### src/pngenc_pkg.sv
// shared types, constants and a crc function for the grayscale png encoder
`default_nettype none

package pngenc_pkg;

    localparam int MAX_DIM      = 16384;
    localparam int DIM_W        = 15;
    localparam int STORED_BLOCK = 65535;
    localparam int ADLER_MOD    = 65521;
    localparam int RAW_W        = 29;
    localparam int CMD_DEPTH    = 4;
    localparam int CMD_AW       = $clog2(CMD_DEPTH);

    localparam logic [31:0] CRC_POLY = 32'hEDB88320;

    localparam logic REG_WIDTH  = 1'b0;
    localparam logic REG_HEIGHT = 1'b1;

    typedef struct packed {
        logic pre;
        logic filt;
        logic pix;
        logic trail;
    } pend_t;

    typedef struct packed {
        pend_t      flags;
        logic [7:0] pixel;
    } cmd_t;

    typedef struct packed {
        logic [DIM_W-1:0] width;
        logic [DIM_W-1:0] height;
    } dims_t;

    function automatic logic [31:0] crc_byte(input logic [31:0] c_in, input logic [7:0] b);
        logic [31:0] c;
        c = c_in ^ {24'd0, b};
        for (int k = 0; k < 8; k++) begin
            c = c[0] ? (CRC_POLY ^ (c >> 1)) : (c >> 1);
        end
        return c;
    endfunction

endpackage

`default_nettype wire

### src/pngenc_front.sv
// front end: accepts pixels, tracks raster position and queues byte commands
`default_nettype none

module pngenc_front
    import pngenc_pkg::*;
(
    input  wire logic             aclk,
    input  wire logic             aresetn,
    input  wire logic             cfg_we,
    input  wire logic             cfg_addr,
    input  wire logic [DIM_W-1:0] cfg_wdata,
    input  wire logic             s_tvalid,
    output logic                  s_tready,
    input  wire logic [7:0]       s_tdata,
    input  wire logic             fifo_full,
    output logic                  push,
    output cmd_t                  push_cmd,
    output dims_t                 dims
);

    logic [DIM_W-1:0] width_reg, width_next;
    logic [DIM_W-1:0] height_reg, height_next;
    dims_t            lat_reg, lat_next;
    logic [DIM_W-1:0] col_reg, col_next;
    logic [DIM_W-1:0] row_reg, row_next;
    logic             started_reg, started_next;
    logic             finished_reg, finished_next;
    logic             drain_reg, drain_next;
    logic [DIM_W-1:0] w_clamp, h_clamp, w_eff, h_eff;
    logic             acc, last_px;

    function automatic logic [DIM_W-1:0] clamp_dim(input logic [DIM_W-1:0] v);
        if (v == '0) begin
            return DIM_W'(1);
        end else if (v > DIM_W'(MAX_DIM)) begin
            return DIM_W'(MAX_DIM);
        end
        return v;
    endfunction

    assign s_tready = !fifo_full;
    assign acc      = s_tvalid && s_tready;
    assign w_clamp  = clamp_dim(width_reg);
    assign h_clamp  = clamp_dim(height_reg);
    assign w_eff    = started_reg ? lat_reg.width  : w_clamp;
    assign h_eff    = started_reg ? lat_reg.height : h_clamp;
    assign last_px  = (col_reg == w_eff - DIM_W'(1)) && (row_reg == h_eff - DIM_W'(1));
    assign dims     = lat_reg;

    always_comb begin
        width_next    = width_reg;
        height_next   = height_reg;
        lat_next      = lat_reg;
        col_next      = col_reg;
        row_next      = row_reg;
        started_next  = started_reg;
        finished_next = finished_reg;
        drain_next    = drain_reg;
        push          = 1'b0;
        push_cmd      = '0;
        if (cfg_we) begin
            case (cfg_addr)
                REG_WIDTH:  width_next  = cfg_wdata;
                REG_HEIGHT: height_next = cfg_wdata;
                default: ;
            endcase
        end
        if (acc) begin
            if (!finished_reg) begin
                push                 = 1'b1;
                push_cmd.pixel       = s_tdata;
                push_cmd.flags.pre   = !started_reg;
                push_cmd.flags.filt  = (col_reg == '0);
                push_cmd.flags.pix   = 1'b1;
                push_cmd.flags.trail = last_px && started_reg;
                if (!started_reg) begin
                    started_next = 1'b1;
                    lat_next     = '{width: w_clamp, height: h_clamp};
                end
                if (col_reg == w_eff - DIM_W'(1)) begin
                    col_next = '0;
                    row_next = row_reg + DIM_W'(1);
                end else begin
                    col_next = col_reg + DIM_W'(1);
                end
                if (last_px) begin
                    finished_next = 1'b1;
                    drain_next    = !started_reg;
                end
            end else if (drain_reg) begin
                push                 = 1'b1;
                push_cmd.flags.trail = 1'b1;
                drain_next           = 1'b0;
            end
        end
    end

    always_ff @(posedge aclk) begin
        if (!aresetn) begin
            width_reg    <= DIM_W'(1);
            height_reg   <= DIM_W'(1);
            lat_reg      <= '{width: DIM_W'(1), height: DIM_W'(1)};
            col_reg      <= '0;
            row_reg      <= '0;
            started_reg  <= 1'b0;
            finished_reg <= 1'b0;
            drain_reg    <= 1'b0;
        end else begin
            width_reg    <= width_next;
            height_reg   <= height_next;
            lat_reg      <= lat_next;
            col_reg      <= col_next;
            row_reg      <= row_next;
            started_reg  <= started_next;
            finished_reg <= finished_next;
            drain_reg    <= drain_next;
        end
    end

endmodule

`default_nettype wire

### src/pngenc_cmd_fifo.sv
// small command queue between front and back
`default_nettype none

module pngenc_cmd_fifo
    import pngenc_pkg::*;
(
    input  wire logic aclk,
    input  wire logic aresetn,
    input  wire logic push,
    input  cmd_t      push_cmd,
    output logic      full,
    input  wire logic pop,
    output cmd_t      pop_cmd,
    output logic      not_empty
);

    cmd_t            mem_reg [CMD_DEPTH];
    logic [CMD_AW-1:0] wr_reg, wr_next, rd_reg, rd_next;
    logic [CMD_AW:0]   cnt_reg, cnt_next;

    assign full      = (cnt_reg == (CMD_AW+1)'(CMD_DEPTH));
    assign not_empty = (cnt_reg != '0);
    assign pop_cmd   = mem_reg[rd_reg];

    always_comb begin
        wr_next  = wr_reg;
        rd_next  = rd_reg;
        cnt_next = cnt_reg;
        if (push && !full) begin
            wr_next = wr_reg + CMD_AW'(1);
        end
        if (pop && not_empty) begin
            rd_next = rd_reg + CMD_AW'(1);
        end
        cnt_next = cnt_reg + (CMD_AW+1)'(push && !full) - (CMD_AW+1)'(pop && not_empty);
    end

    always_ff @(posedge aclk) begin
        if (push && !full) begin
            mem_reg[wr_reg] <= push_cmd;
        end
    end

    always_ff @(posedge aclk) begin
        if (!aresetn) begin
            wr_reg  <= '0;
            rd_reg  <= '0;
            cnt_reg <= '0;
        end else begin
            wr_reg  <= wr_next;
            rd_reg  <= rd_next;
            cnt_reg <= cnt_next;
        end
    end

endmodule

`default_nettype wire

### src/pngenc_back.sv
// back end: byte sequencer with crc-32, adler-32 and stored block framing
`default_nettype none

module pngenc_back
    import pngenc_pkg::*;
(
    input  wire logic  aclk,
    input  wire logic  aresetn,
    input  dims_t      dims,
    input  wire logic  cmd_valid,
    input  cmd_t       cmd,
    output logic       pop,
    output logic       m_tvalid,
    input  wire logic  m_tready,
    output logic [7:0] m_tdata,
    output logic       m_tlast,
    output logic       m_tuser
);

    localparam logic [2:0] ST_IDLE  = 3'd0;
    localparam logic [2:0] ST_PRE   = 3'd1;
    localparam logic [2:0] ST_RAW   = 3'd2;
    localparam logic [2:0] ST_HDR   = 3'd3;
    localparam logic [2:0] ST_TRAIL = 3'd4;

    logic [2:0]       state_reg, state_next;
    logic [5:0]       idx_reg, idx_next;
    pend_t            pend_reg, pend_next;
    logic [7:0]       pix_reg, pix_next;
    logic [31:0]      crc_reg, crc_next;
    logic [15:0]      alo_reg, alo_next, ahi_reg, ahi_next;
    logic [RAW_W-1:0] rawl_reg, rawl_next;
    logic [15:0]      blk_reg, blk_next;
    logic [15:0]      blen_reg, blen_next;
    logic             final_reg, final_next;
    logic [31:0]      zlen_reg, zlen_next;
    logic             mv_reg, mv_next;
    logic [7:0]       md_reg, md_next;
    logic             ml_reg, ml_next, mu_reg, mu_next;

    logic        adv, emit, e_last, e_end, crc_upd, crc_rst;
    logic [7:0]  ebyte;
    logic [15:0] w16;
    logic [30:0] prod;
    logic [12:0] za, zq, zblocks;
    logic [16:0] zs, zr;
    logic        zge;
    logic [16:0] lo_sum, hi_sum;
    logic [15:0] lo_n, hi_n;
    logic [31:0] crc_out;

    function automatic logic [2:0] first_state(input pend_t p);
        if (p.pre) begin
            return ST_PRE;
        end else if (p.filt || p.pix) begin
            return ST_RAW;
        end else if (p.trail) begin
            return ST_TRAIL;
        end
        return ST_IDLE;
    endfunction

    assign adv     = !mv_reg || m_tready;
    assign crc_out = ~crc_reg;
    assign w16     = {1'b0, dims.width} + 16'd1;
    assign prod    = 31'(w16) * 31'(dims.height);

    assign za      = rawl_reg[RAW_W-1:16];
    assign zs      = 17'(za) + 17'(rawl_reg[15:0]);
    assign zge     = zs >= 17'(STORED_BLOCK);
    assign zr      = zge ? zs - 17'(STORED_BLOCK) : zs;
    assign zq      = za + 13'(zge);
    assign zblocks = zq + 13'(zr != '0);

    assign lo_sum  = 17'(alo_reg) + 17'(ebyte);
    assign lo_n    = (lo_sum >= 17'(ADLER_MOD)) ? 16'(lo_sum - 17'(ADLER_MOD)) : lo_sum[15:0];
    assign hi_sum  = 17'(ahi_reg) + 17'(lo_n);
    assign hi_n    = (hi_sum >= 17'(ADLER_MOD)) ? 16'(hi_sum - 17'(ADLER_MOD)) : hi_sum[15:0];

    always_comb begin
        state_next = state_reg;
        idx_next   = idx_reg;
        pend_next  = pend_reg;
        pix_next   = pix_reg;
        alo_next   = alo_reg;
        ahi_next   = ahi_reg;
        rawl_next  = rawl_reg;
        blk_next   = blk_reg;
        blen_next  = blen_reg;
        final_next = final_reg;
        zlen_next  = zlen_reg;
        pop        = 1'b0;
        emit       = 1'b0;
        e_last     = 1'b0;
        e_end      = 1'b0;
        crc_upd    = 1'b0;
        crc_rst    = 1'b0;
        ebyte      = '0;
        case (state_reg)
            ST_IDLE: begin
                if (cmd_valid) begin
                    pop        = 1'b1;
                    pend_next  = cmd.flags;
                    pix_next   = cmd.pixel;
                    idx_next   = '0;
                    state_next = first_state(cmd.flags);
                end
            end
            ST_PRE: begin
                case (idx_reg)
                    6'd0:  ebyte = 8'h89;
                    6'd1:  ebyte = 8'h50;
                    6'd2:  ebyte = 8'h4E;
                    6'd3:  ebyte = 8'h47;
                    6'd4:  ebyte = 8'h0D;
                    6'd5:  ebyte = 8'h0A;
                    6'd6:  ebyte = 8'h1A;
                    6'd7:  ebyte = 8'h0A;
                    6'd11: ebyte = 8'd13;
                    6'd12: ebyte = "I";
                    6'd13: ebyte = "H";
                    6'd14: ebyte = "D";
                    6'd15: ebyte = "R";
                    6'd18: ebyte = {1'b0, dims.width[14:8]};
                    6'd19: ebyte = dims.width[7:0];
                    6'd22: ebyte = {1'b0, dims.height[14:8]};
                    6'd23: ebyte = dims.height[7:0];
                    6'd24: ebyte = 8'd8;
                    6'd29: ebyte = crc_out[31:24];
                    6'd30: ebyte = crc_out[23:16];
                    6'd31: ebyte = crc_out[15:8];
                    6'd32: ebyte = crc_out[7:0];
                    6'd33: ebyte = zlen_reg[31:24];
                    6'd34: ebyte = zlen_reg[23:16];
                    6'd35: ebyte = zlen_reg[15:8];
                    6'd36: ebyte = zlen_reg[7:0];
                    6'd37: ebyte = "I";
                    6'd38: ebyte = "D";
                    6'd39: ebyte = "A";
                    6'd40: ebyte = "T";
                    6'd41: ebyte = 8'h78;
                    6'd42: ebyte = 8'h01;
                    default: ebyte = 8'h00;
                endcase
                if (adv) begin
                    emit     = 1'b1;
                    idx_next = idx_reg + 6'd1;
                    crc_upd  = (idx_reg >= 6'd12 && idx_reg <= 6'd28) || (idx_reg >= 6'd37);
                    crc_rst  = (idx_reg == 6'd11) || (idx_reg == 6'd36);
                    if (idx_reg == 6'd0) begin
                        rawl_next = prod[RAW_W-1:0];
                        alo_next  = 16'd1;
                        ahi_next  = '0;
                        blk_next  = '0;
                    end
                    if (idx_reg == 6'd1) begin
                        zlen_next = 32'(rawl_reg) + 32'(zblocks) * 32'd5 + 32'd6;
                    end
                    if (idx_reg == 6'd42) begin
                        pend_next.pre = 1'b0;
                        idx_next      = '0;
                        e_last        = (pend_next == '0);
                        state_next    = first_state(pend_next);
                    end
                end
            end
            ST_RAW: begin
                ebyte = pend_reg.filt ? 8'h00 : pix_reg;
                if (blk_reg == '0) begin
                    blen_next  = (rawl_reg >= RAW_W'(STORED_BLOCK)) ? 16'(STORED_BLOCK)
                                                                   : rawl_reg[15:0];
                    final_next = rawl_reg <= RAW_W'(STORED_BLOCK);
                    blk_next   = blen_next;
                    idx_next   = '0;
                    state_next = ST_HDR;
                end else if (adv) begin
                    emit      = 1'b1;
                    crc_upd   = 1'b1;
                    alo_next  = lo_n;
                    ahi_next  = hi_n;
                    blk_next  = blk_reg - 16'd1;
                    rawl_next = rawl_reg - RAW_W'(1);
                    if (pend_reg.filt) begin
                        pend_next.filt = 1'b0;
                    end else begin
                        pend_next.pix = 1'b0;
                    end
                    e_last     = (pend_next == '0);
                    idx_next   = '0;
                    state_next = first_state(pend_next);
                end
            end
            ST_HDR: begin
                case (idx_reg)
                    6'd0:    ebyte = {7'd0, final_reg};
                    6'd1:    ebyte = blen_reg[7:0];
                    6'd2:    ebyte = blen_reg[15:8];
                    6'd3:    ebyte = ~blen_reg[7:0];
                    default: ebyte = ~blen_reg[15:8];
                endcase
                if (adv) begin
                    emit     = 1'b1;
                    crc_upd  = 1'b1;
                    idx_next = idx_reg + 6'd1;
                    if (idx_reg == 6'd4) begin
                        idx_next   = '0;
                        state_next = ST_RAW;
                    end
                end
            end
            ST_TRAIL: begin
                case (idx_reg)
                    6'd0:  ebyte = ahi_reg[15:8];
                    6'd1:  ebyte = ahi_reg[7:0];
                    6'd2:  ebyte = alo_reg[15:8];
                    6'd3:  ebyte = alo_reg[7:0];
                    6'd4:  ebyte = crc_out[31:24];
                    6'd5:  ebyte = crc_out[23:16];
                    6'd6:  ebyte = crc_out[15:8];
                    6'd7:  ebyte = crc_out[7:0];
                    6'd12: ebyte = "I";
                    6'd13: ebyte = "E";
                    6'd14: ebyte = "N";
                    6'd15: ebyte = "D";
                    6'd16: ebyte = crc_out[31:24];
                    6'd17: ebyte = crc_out[23:16];
                    6'd18: ebyte = crc_out[15:8];
                    6'd19: ebyte = crc_out[7:0];
                    default: ebyte = 8'h00;
                endcase
                if (adv) begin
                    emit     = 1'b1;
                    idx_next = idx_reg + 6'd1;
                    crc_upd  = (idx_reg <= 6'd3) || (idx_reg >= 6'd12 && idx_reg <= 6'd15);
                    crc_rst  = (idx_reg == 6'd7);
                    if (idx_reg == 6'd19) begin
                        pend_next.trail = 1'b0;
                        idx_next        = '0;
                        e_last          = 1'b1;
                        e_end           = 1'b1;
                        state_next      = ST_IDLE;
                    end
                end
            end
            default: state_next = ST_IDLE;
        endcase
    end

    always_comb begin
        crc_next = crc_reg;
        if (crc_rst) begin
            crc_next = '1;
        end else if (crc_upd) begin
            crc_next = crc_byte(crc_reg, ebyte);
        end
        mv_next = mv_reg;
        md_next = md_reg;
        ml_next = ml_reg;
        mu_next = mu_reg;
        if (emit) begin
            mv_next = 1'b1;
            md_next = ebyte;
            ml_next = e_last;
            mu_next = e_end;
        end else if (m_tready) begin
            mv_next = 1'b0;
        end
    end

    assign m_tvalid = mv_reg;
    assign m_tdata  = md_reg;
    assign m_tlast  = ml_reg;
    assign m_tuser  = mu_reg;

    always_ff @(posedge aclk) begin
        md_reg    <= md_next;
        ml_reg    <= ml_next;
        mu_reg    <= mu_next;
        pix_reg   <= pix_next;
        blen_reg  <= blen_next;
        final_reg <= final_next;
        zlen_reg  <= zlen_next;
    end

    always_ff @(posedge aclk) begin
        if (!aresetn) begin
            state_reg <= ST_IDLE;
            idx_reg   <= '0;
            pend_reg  <= '0;
            crc_reg   <= '1;
            alo_reg   <= 16'd1;
            ahi_reg   <= '0;
            rawl_reg  <= '0;
            blk_reg   <= '0;
            mv_reg    <= 1'b0;
        end else begin
            state_reg <= state_next;
            idx_reg   <= idx_next;
            pend_reg  <= pend_next;
            crc_reg   <= crc_next;
            alo_reg   <= alo_next;
            ahi_reg   <= ahi_next;
            rawl_reg  <= rawl_next;
            blk_reg   <= blk_next;
            mv_reg    <= mv_next;
        end
    end

    a_end_is_last: assert property (@(posedge aclk) disable iff (!aresetn)
        mv_reg && mu_reg |-> ml_reg)
        else $error("file end without run end");

    a_hdr_idx: assert property (@(posedge aclk) disable iff (!aresetn)
        state_reg == ST_HDR |-> idx_reg <= 6'd4 && blk_reg != '0)
        else $error("block header out of range");

    a_raw_left: assert property (@(posedge aclk) disable iff (!aresetn)
        state_reg == ST_RAW |-> rawl_reg != '0)
        else $error("raw byte past image end");

    a_pop_idle: assert property (@(posedge aclk) disable iff (!aresetn)
        pop |-> state_reg == ST_IDLE && pend_reg == '0)
        else $error("command taken while busy");

endmodule

`default_nettype wire

### src/png_gray_stored_encoder.sv
// top level: grayscale png encoder with stored deflate blocks
// an accepted pixel is queued as a command; the byte sequencer takes it and sends
// its bytes, row filter bytes, block headers, preamble and trailer one at a time
// through a registered output, holding while m_tready is low; pixels queue ahead
// reset: synchronous active-low aresetn clears counters, queue and sequencer, dims to 1
`default_nettype none

module png_gray_stored_encoder
    import pngenc_pkg::*;
(
    input  wire logic             aclk,
    input  wire logic             aresetn,
    input  wire logic             cfg_we,
    input  wire logic             cfg_addr,
    input  wire logic [DIM_W-1:0] cfg_wdata,
    input  wire logic             s_tvalid,
    output logic                  s_tready,
    input  wire logic [7:0]       s_tdata,    // pixel
    output logic                  m_tvalid,
    input  wire logic             m_tready,
    output logic [7:0]            m_tdata,    // out_byte
    output logic                  m_tlast,
    output logic                  m_tuser     // file_end
);

    logic  push, full, pop, not_empty;
    cmd_t  push_cmd, pop_cmd;
    dims_t dims;

    pngenc_front u_front (
        .aclk      (aclk),
        .aresetn   (aresetn),
        .cfg_we    (cfg_we),
        .cfg_addr  (cfg_addr),
        .cfg_wdata (cfg_wdata),
        .s_tvalid  (s_tvalid),
        .s_tready  (s_tready),
        .s_tdata   (s_tdata),
        .fifo_full (full),
        .push      (push),
        .push_cmd  (push_cmd),
        .dims      (dims)
    );

    pngenc_cmd_fifo u_fifo (
        .aclk      (aclk),
        .aresetn   (aresetn),
        .push      (push),
        .push_cmd  (push_cmd),
        .full      (full),
        .pop       (pop),
        .pop_cmd   (pop_cmd),
        .not_empty (not_empty)
    );

    pngenc_back u_back (
        .aclk      (aclk),
        .aresetn   (aresetn),
        .dims      (dims),
        .cmd_valid (not_empty),
        .cmd       (pop_cmd),
        .pop       (pop),
        .m_tvalid  (m_tvalid),
        .m_tready  (m_tready),
        .m_tdata   (m_tdata),
        .m_tlast   (m_tlast),
        .m_tuser   (m_tuser)
    );

endmodule

`default_nettype wire

### config.mk
export PLATFORM = sky130hd
export DESIGN_NAME = png_gray_stored_encoder
export DESIGN_NICKNAME = d
export VERILOG_FILES = /design/src/pngenc_pkg.sv /design/src/pngenc_front.sv /design/src/pngenc_cmd_fifo.sv /design/src/pngenc_back.sv /design/src/png_gray_stored_encoder.sv
export SDC_FILE = /design/constraint.sdc
export NUM_CORES = 2
export LEC_CHECK = 0
export BUFFER_PORTS_ARGS = -buffer_cell sky130_fd_sc_hd__buf_2
export CAP_MARGIN = 20
export CORE_MARGIN = 2
export CORE_UTILIZATION = 45
export CTS_CLUSTER_SIZE = 12
export DETAILED_ROUTE_END_ITERATION = 10
export PLACE_DENSITY_LB_ADDON = 0.08
export SLEW_MARGIN = 20
export SYNTH_ARGS = -nofsm -noshare
export SYNTH_HDL_FRONTEND = slang
export SYNTH_SLANG_ARGS = --single-unit
### constraint.sdc
create_clock -name aclk -period 15.7 [get_ports aclk]
set_input_delay 0.785 -clock aclk [delete_from_list [all_inputs] [get_ports aclk]]
set_output_delay 0.785 -clock aclk [all_outputs]
set_load 0.02 [all_outputs]
==> results <==
- The run finished with clean final reports.
- The total routing usage reported by global routing is 29.25%.
- The worst setup path is launched from a register.
- The worst-path maximum fanout is 10.
- The total detailed-routing wirelength is about 110,000 um.
- The mean post-synth cell area is around 8.4 sq um.
- The worst setup path is captured at a register.
- The worst register-to-register path begins at u_back.rawl_reg[16].
- The maximum number of pins on one net before global-route repair is approximately 80.
- The minimum setup slack after placement is between 5 and 6 ns.
- The number of global-route vias before repair is roughly 27k.
- In the finished design, the share of the clock period the worst path needs comes to roughly 67%.
- Across all setup checks in the final design, the least slack found is between 5 and 6 ns.
- The buffers inserted during post-CTS setup optimization is 0.
- The number of distinct library cells after synthesis is about 110.
- Counting flops and latches in the post-synthesis netlist gives 339.
- The detailed router's first-iteration violation count is between 2k and 2.5k.
- The critical path starts at u_back.rawl_reg[16].
- Across the routed clock network, the largest skew measured is 0.05033 ns.
- The final HPWL from detailed placement is 80,500 um.
- For this run the aggregate overflow at the end of global routing stands at 0.
- The effective utilization at floorplan is 45.28%.
- Setup repair after global routing left no endpoint under its margin.
- The total DRC errors in the routed layout is 0.
- The achievable frequency is between 90 and 100 MHz.
- The number of antenna violations at the first check in global routing is 2.
- The first global-routing pass estimated roughly 160,000 um of wire.
- The kind of cell adding the most delay to the critical path is compound AO/OA/AOI/OAI gates.
- For this design the static power due to leakage is between 0.01 and 0.015 uW.
- The count of clock tree sinks is approximately 340.
- The most used cell along the critical path is sky130_fd_sc_hd__ha_1.
- The final total negative setup slack is 0 ns.
- The number of vias per cell is 5.954.
- The tightest slew margin relative to the limit is about a quarter.
- The peak supply drop is approximately 0.090 mV.
- In this run the horizontal extent of the chip is between 200 and 300 um.
- By count the netlist is led by sky130_fd_sc_hd__nand2_1, sky130_fd_sc_hd__inv_1, sky130_fd_sc_hd__nor2_1, sky130_fd_sc_hd__a21oi_1, sky130_fd_sc_hd__dfxtp_1.
- The post-synthesis cell area is between 0.03 and 0.04 sq mm.
- The growth of design area from synthesis to finish is 7.563%.
- During synthesis, Yosys emitted a total of 0 warnings.
- The cell count after synthesis is ~3.7k.
- The post-synth net total is ~4.2k.
- The sum of buffers and inverters on the critical path is 4.
- The clock-pin transition on the worst setup and hold timing paths is 0.06 ns.
- In this run the deepest clock path goes through 3 buffers.
- The synthesized design contains roughly 110 enable-type register cells.
- The share of flip-flops with an asynchronous set or reset after synthesis is 0%.
- The area inside the core boundary is 0.06979 sq mm.
- Measured along the y axis, the die boundary spans approximately 270 um.
- The worst path required time is 16.01 ns.
- The most repeated cell in the gate-level netlist after synthesis is sky130_fd_sc_hd__nand2_1.
- The number of nets in the layout is ~4.1k.
- The total iterations of the first detailed-routing run is 5.
- The power density normalized to cell area is 146.9 mW/mm^2.
- The layout cell share with drive strength beyond 1 is approximately 7%.
- The origin of the worst min-delay path is cfg_wdata[5].
- The die outline area is a little over 0.07 sq mm.
- The number of antenna cells inserted is 0.
- CTS placed an instance of sky130_fd_sc_hd__clkbuf_16 at the clock tree root.
- The total setup violations reported at the end of the flow is 0.
- In this run the biggest area consumer among cell types represents approximately 14% of the synthesized area.
- The tightest min-delay check is of the primary input to register type.
- For the worst setup path, the data arrival time is 10.78 ns.
- In the post-synthesis netlist, the biggest area contributors are sky130_fd_sc_hd__dfxtp_1, sky130_fd_sc_hd__fa_1, sky130_fd_sc_hd__edfxtp_1.
- The TritonCTS buffer count is 44.
- The final number of max-transition violations came to 0.
- At the pin with the least slew margin, the transition time is 1.108 ns.
- The biggest cell delay along the critical path is 0.70 ns.
- Across all register-to-register paths, the minimum setup slack is 5.23 ns.
- The number of vias in the routed layout is ~28k.
- The number of H-tree levels is 2.
- TritonCTS built the clock tree.
- The final-report hold violation count is 0.
- The sequential element share of the synthesized area is approximately a quarter.
- After clock tree synthesis, the repair step resized 0 gates.
- In the final routed layout, each cell accounts on average for 22.79 um.
- In this run the remaining antenna-violating nets after routing total 0.
- The number of hold buffers added after CTS was 0.
- The weighted congestion at the end of routability-driven global placement is between 0.9 and 1.
- For this design, the slowest cell found on the critical path is sky130_fd_sc_hd__o31ai_1.
- 41 I/O pins were placed.
- The register with the most flip-flops in the layout has 48 of them.
- sky130_fd_sc_hd__dfxtp_1 takes more of the synthesized area than any other cell.
- The most frequently used flop master after synthesis is sky130_fd_sc_hd__dfxtp_1.
- The placement row count is 97.
- Across the run, the number of max-cap violations was 0.
- Input and output buffers added on the ports amount to 40.
- By startpoint and endpoint, the worst setup path is classified as register to register.
- The later-pin clock latency in the skew report is between 0.6 and 0.7 ns.
- Counting I/O delays and the setup requirement, the final critical path takes approximately 10 ns.
worst register-to-register path: cells and delay by family (launching register included):
kind | cells | cell delay (ns)
simple gates | 11 | 2.25
flops | 1 | 0.60
fa+ha+maj | 8 | 2.88
xor+xnor | 3 | 0.52
buf+inv | 4 | 0.25
mux | 1 | 0.33
compound gates | 11 | 3.38
final cells by class:
| type | instances | area, sq um |
|---|---|---|
| Inverter | 298 | 1121 |
| Multi-Input combinational cell | 2901 | 21830 |
| Clock buffer | 52 | 1151 |
| Sequential cell | 339 | 7929 |
| Fill cell | 6724 | 35800 |
| Tap cell | 940 | 1176 |
| Clock inverter | 30 | 195.2 |
| Timing Repair Buffer | 91 | 586.8 |
stage by stage:
| stage | area [sq um] | std cells | hold slack (ns) | total power, uW | util [%] |
|---|---|---|---|---|---|
| global route | 33990 | 4651 | 0.4796 | 5327 | 48.70 |
| finish | 33990 | 4651 | 0.4588 | 4993 | 48.70 |
| global placement | 32610 | 4568 | 0.4444 | 4005 | 46.73 |
| floorplan | 31600 | 3745 | 0.4340 | 3226 | - |
| detailed placement | 32620 | 4568 | 0.4626 | 4023 | 46.74 |
| CTS | 33960 | 4650 | 0.4369 | 4995 | 48.67 |
layout by cell type (no fill, tap or decap), types with 22 or more instances in the layout:
master / count
sky130_fd_sc_hd__a211oi_1: 23
sky130_fd_sc_hd__a21o_1: 29
sky130_fd_sc_hd__a21oi_1: 239
sky130_fd_sc_hd__a22oi_1: 22
sky130_fd_sc_hd__a31oi_1: 26
sky130_fd_sc_hd__and2_1: 116
sky130_fd_sc_hd__and3_1: 34
sky130_fd_sc_hd__buf_2: 40
sky130_fd_sc_hd__buf_4: 50
sky130_fd_sc_hd__clkbuf_16: 44
sky130_fd_sc_hd__dfxtp_1: 224
sky130_fd_sc_hd__edfxtp_1: 114
sky130_fd_sc_hd__fa_1: 196
sky130_fd_sc_hd__ha_1: 182
sky130_fd_sc_hd__inv_1: 294
sky130_fd_sc_hd__nand2_1: 474
sky130_fd_sc_hd__nand2b_1: 38
sky130_fd_sc_hd__nand3_1: 89
sky130_fd_sc_hd__nand4_1: 37
sky130_fd_sc_hd__nor2_1: 290
sky130_fd_sc_hd__nor2b_1: 34
sky130_fd_sc_hd__nor3_1: 64
sky130_fd_sc_hd__nor3b_1: 37
sky130_fd_sc_hd__nor4_1: 36
sky130_fd_sc_hd__o211ai_1: 37
sky130_fd_sc_hd__o21ai_0: 132
sky130_fd_sc_hd__or3_1: 29
sky130_fd_sc_hd__xnor2_1: 184
sky130_fd_sc_hd__xor2_1: 99
worst paths after layout:
check,to,cells past startpoint
max reg2reg,u_back.zlen_reg[27],38
min,u_front.height_reg[5],3
max,u_back.zlen_reg[27],38
min reg2reg,u_back.blk_reg[13],2
power breakdown:
part / internal [uW] / leakage [uW] / switching, uW / total [uW]
Clock: 529 / 0.000659 / 420 / 949
Sequential: 1150 / 0.00289 / 264 / 1410
Combinational: 970 / 0.0105 / 1660 / 2630
Total: 2650 / 0.0141 / 2350 / 4990
logic make-up after synthesis:
kind of cell	count (synthesis)	share of synthesized area (%)
fa+ha+maj	378	19.63
buf+inv	505	6.193
mux	31	1.469
compound gates	801	16.97
xor+xnor	310	9.179
simple gates	1380	21.46
other cells	1	0.01187
flops	339	25.09
routing by layer:
layer / routed length, um / part of all wire, % / track usage [%]
met4: 3689 / 3.5 / 9.610
met2: 49190 / 46 / 47.66
met3: 6315 / 6.0 / 3.927
met1: 46750 / 44 / 40.07
met5: 47 / 0.044 / 0.3378
Power figures use the tool's default switching activity.
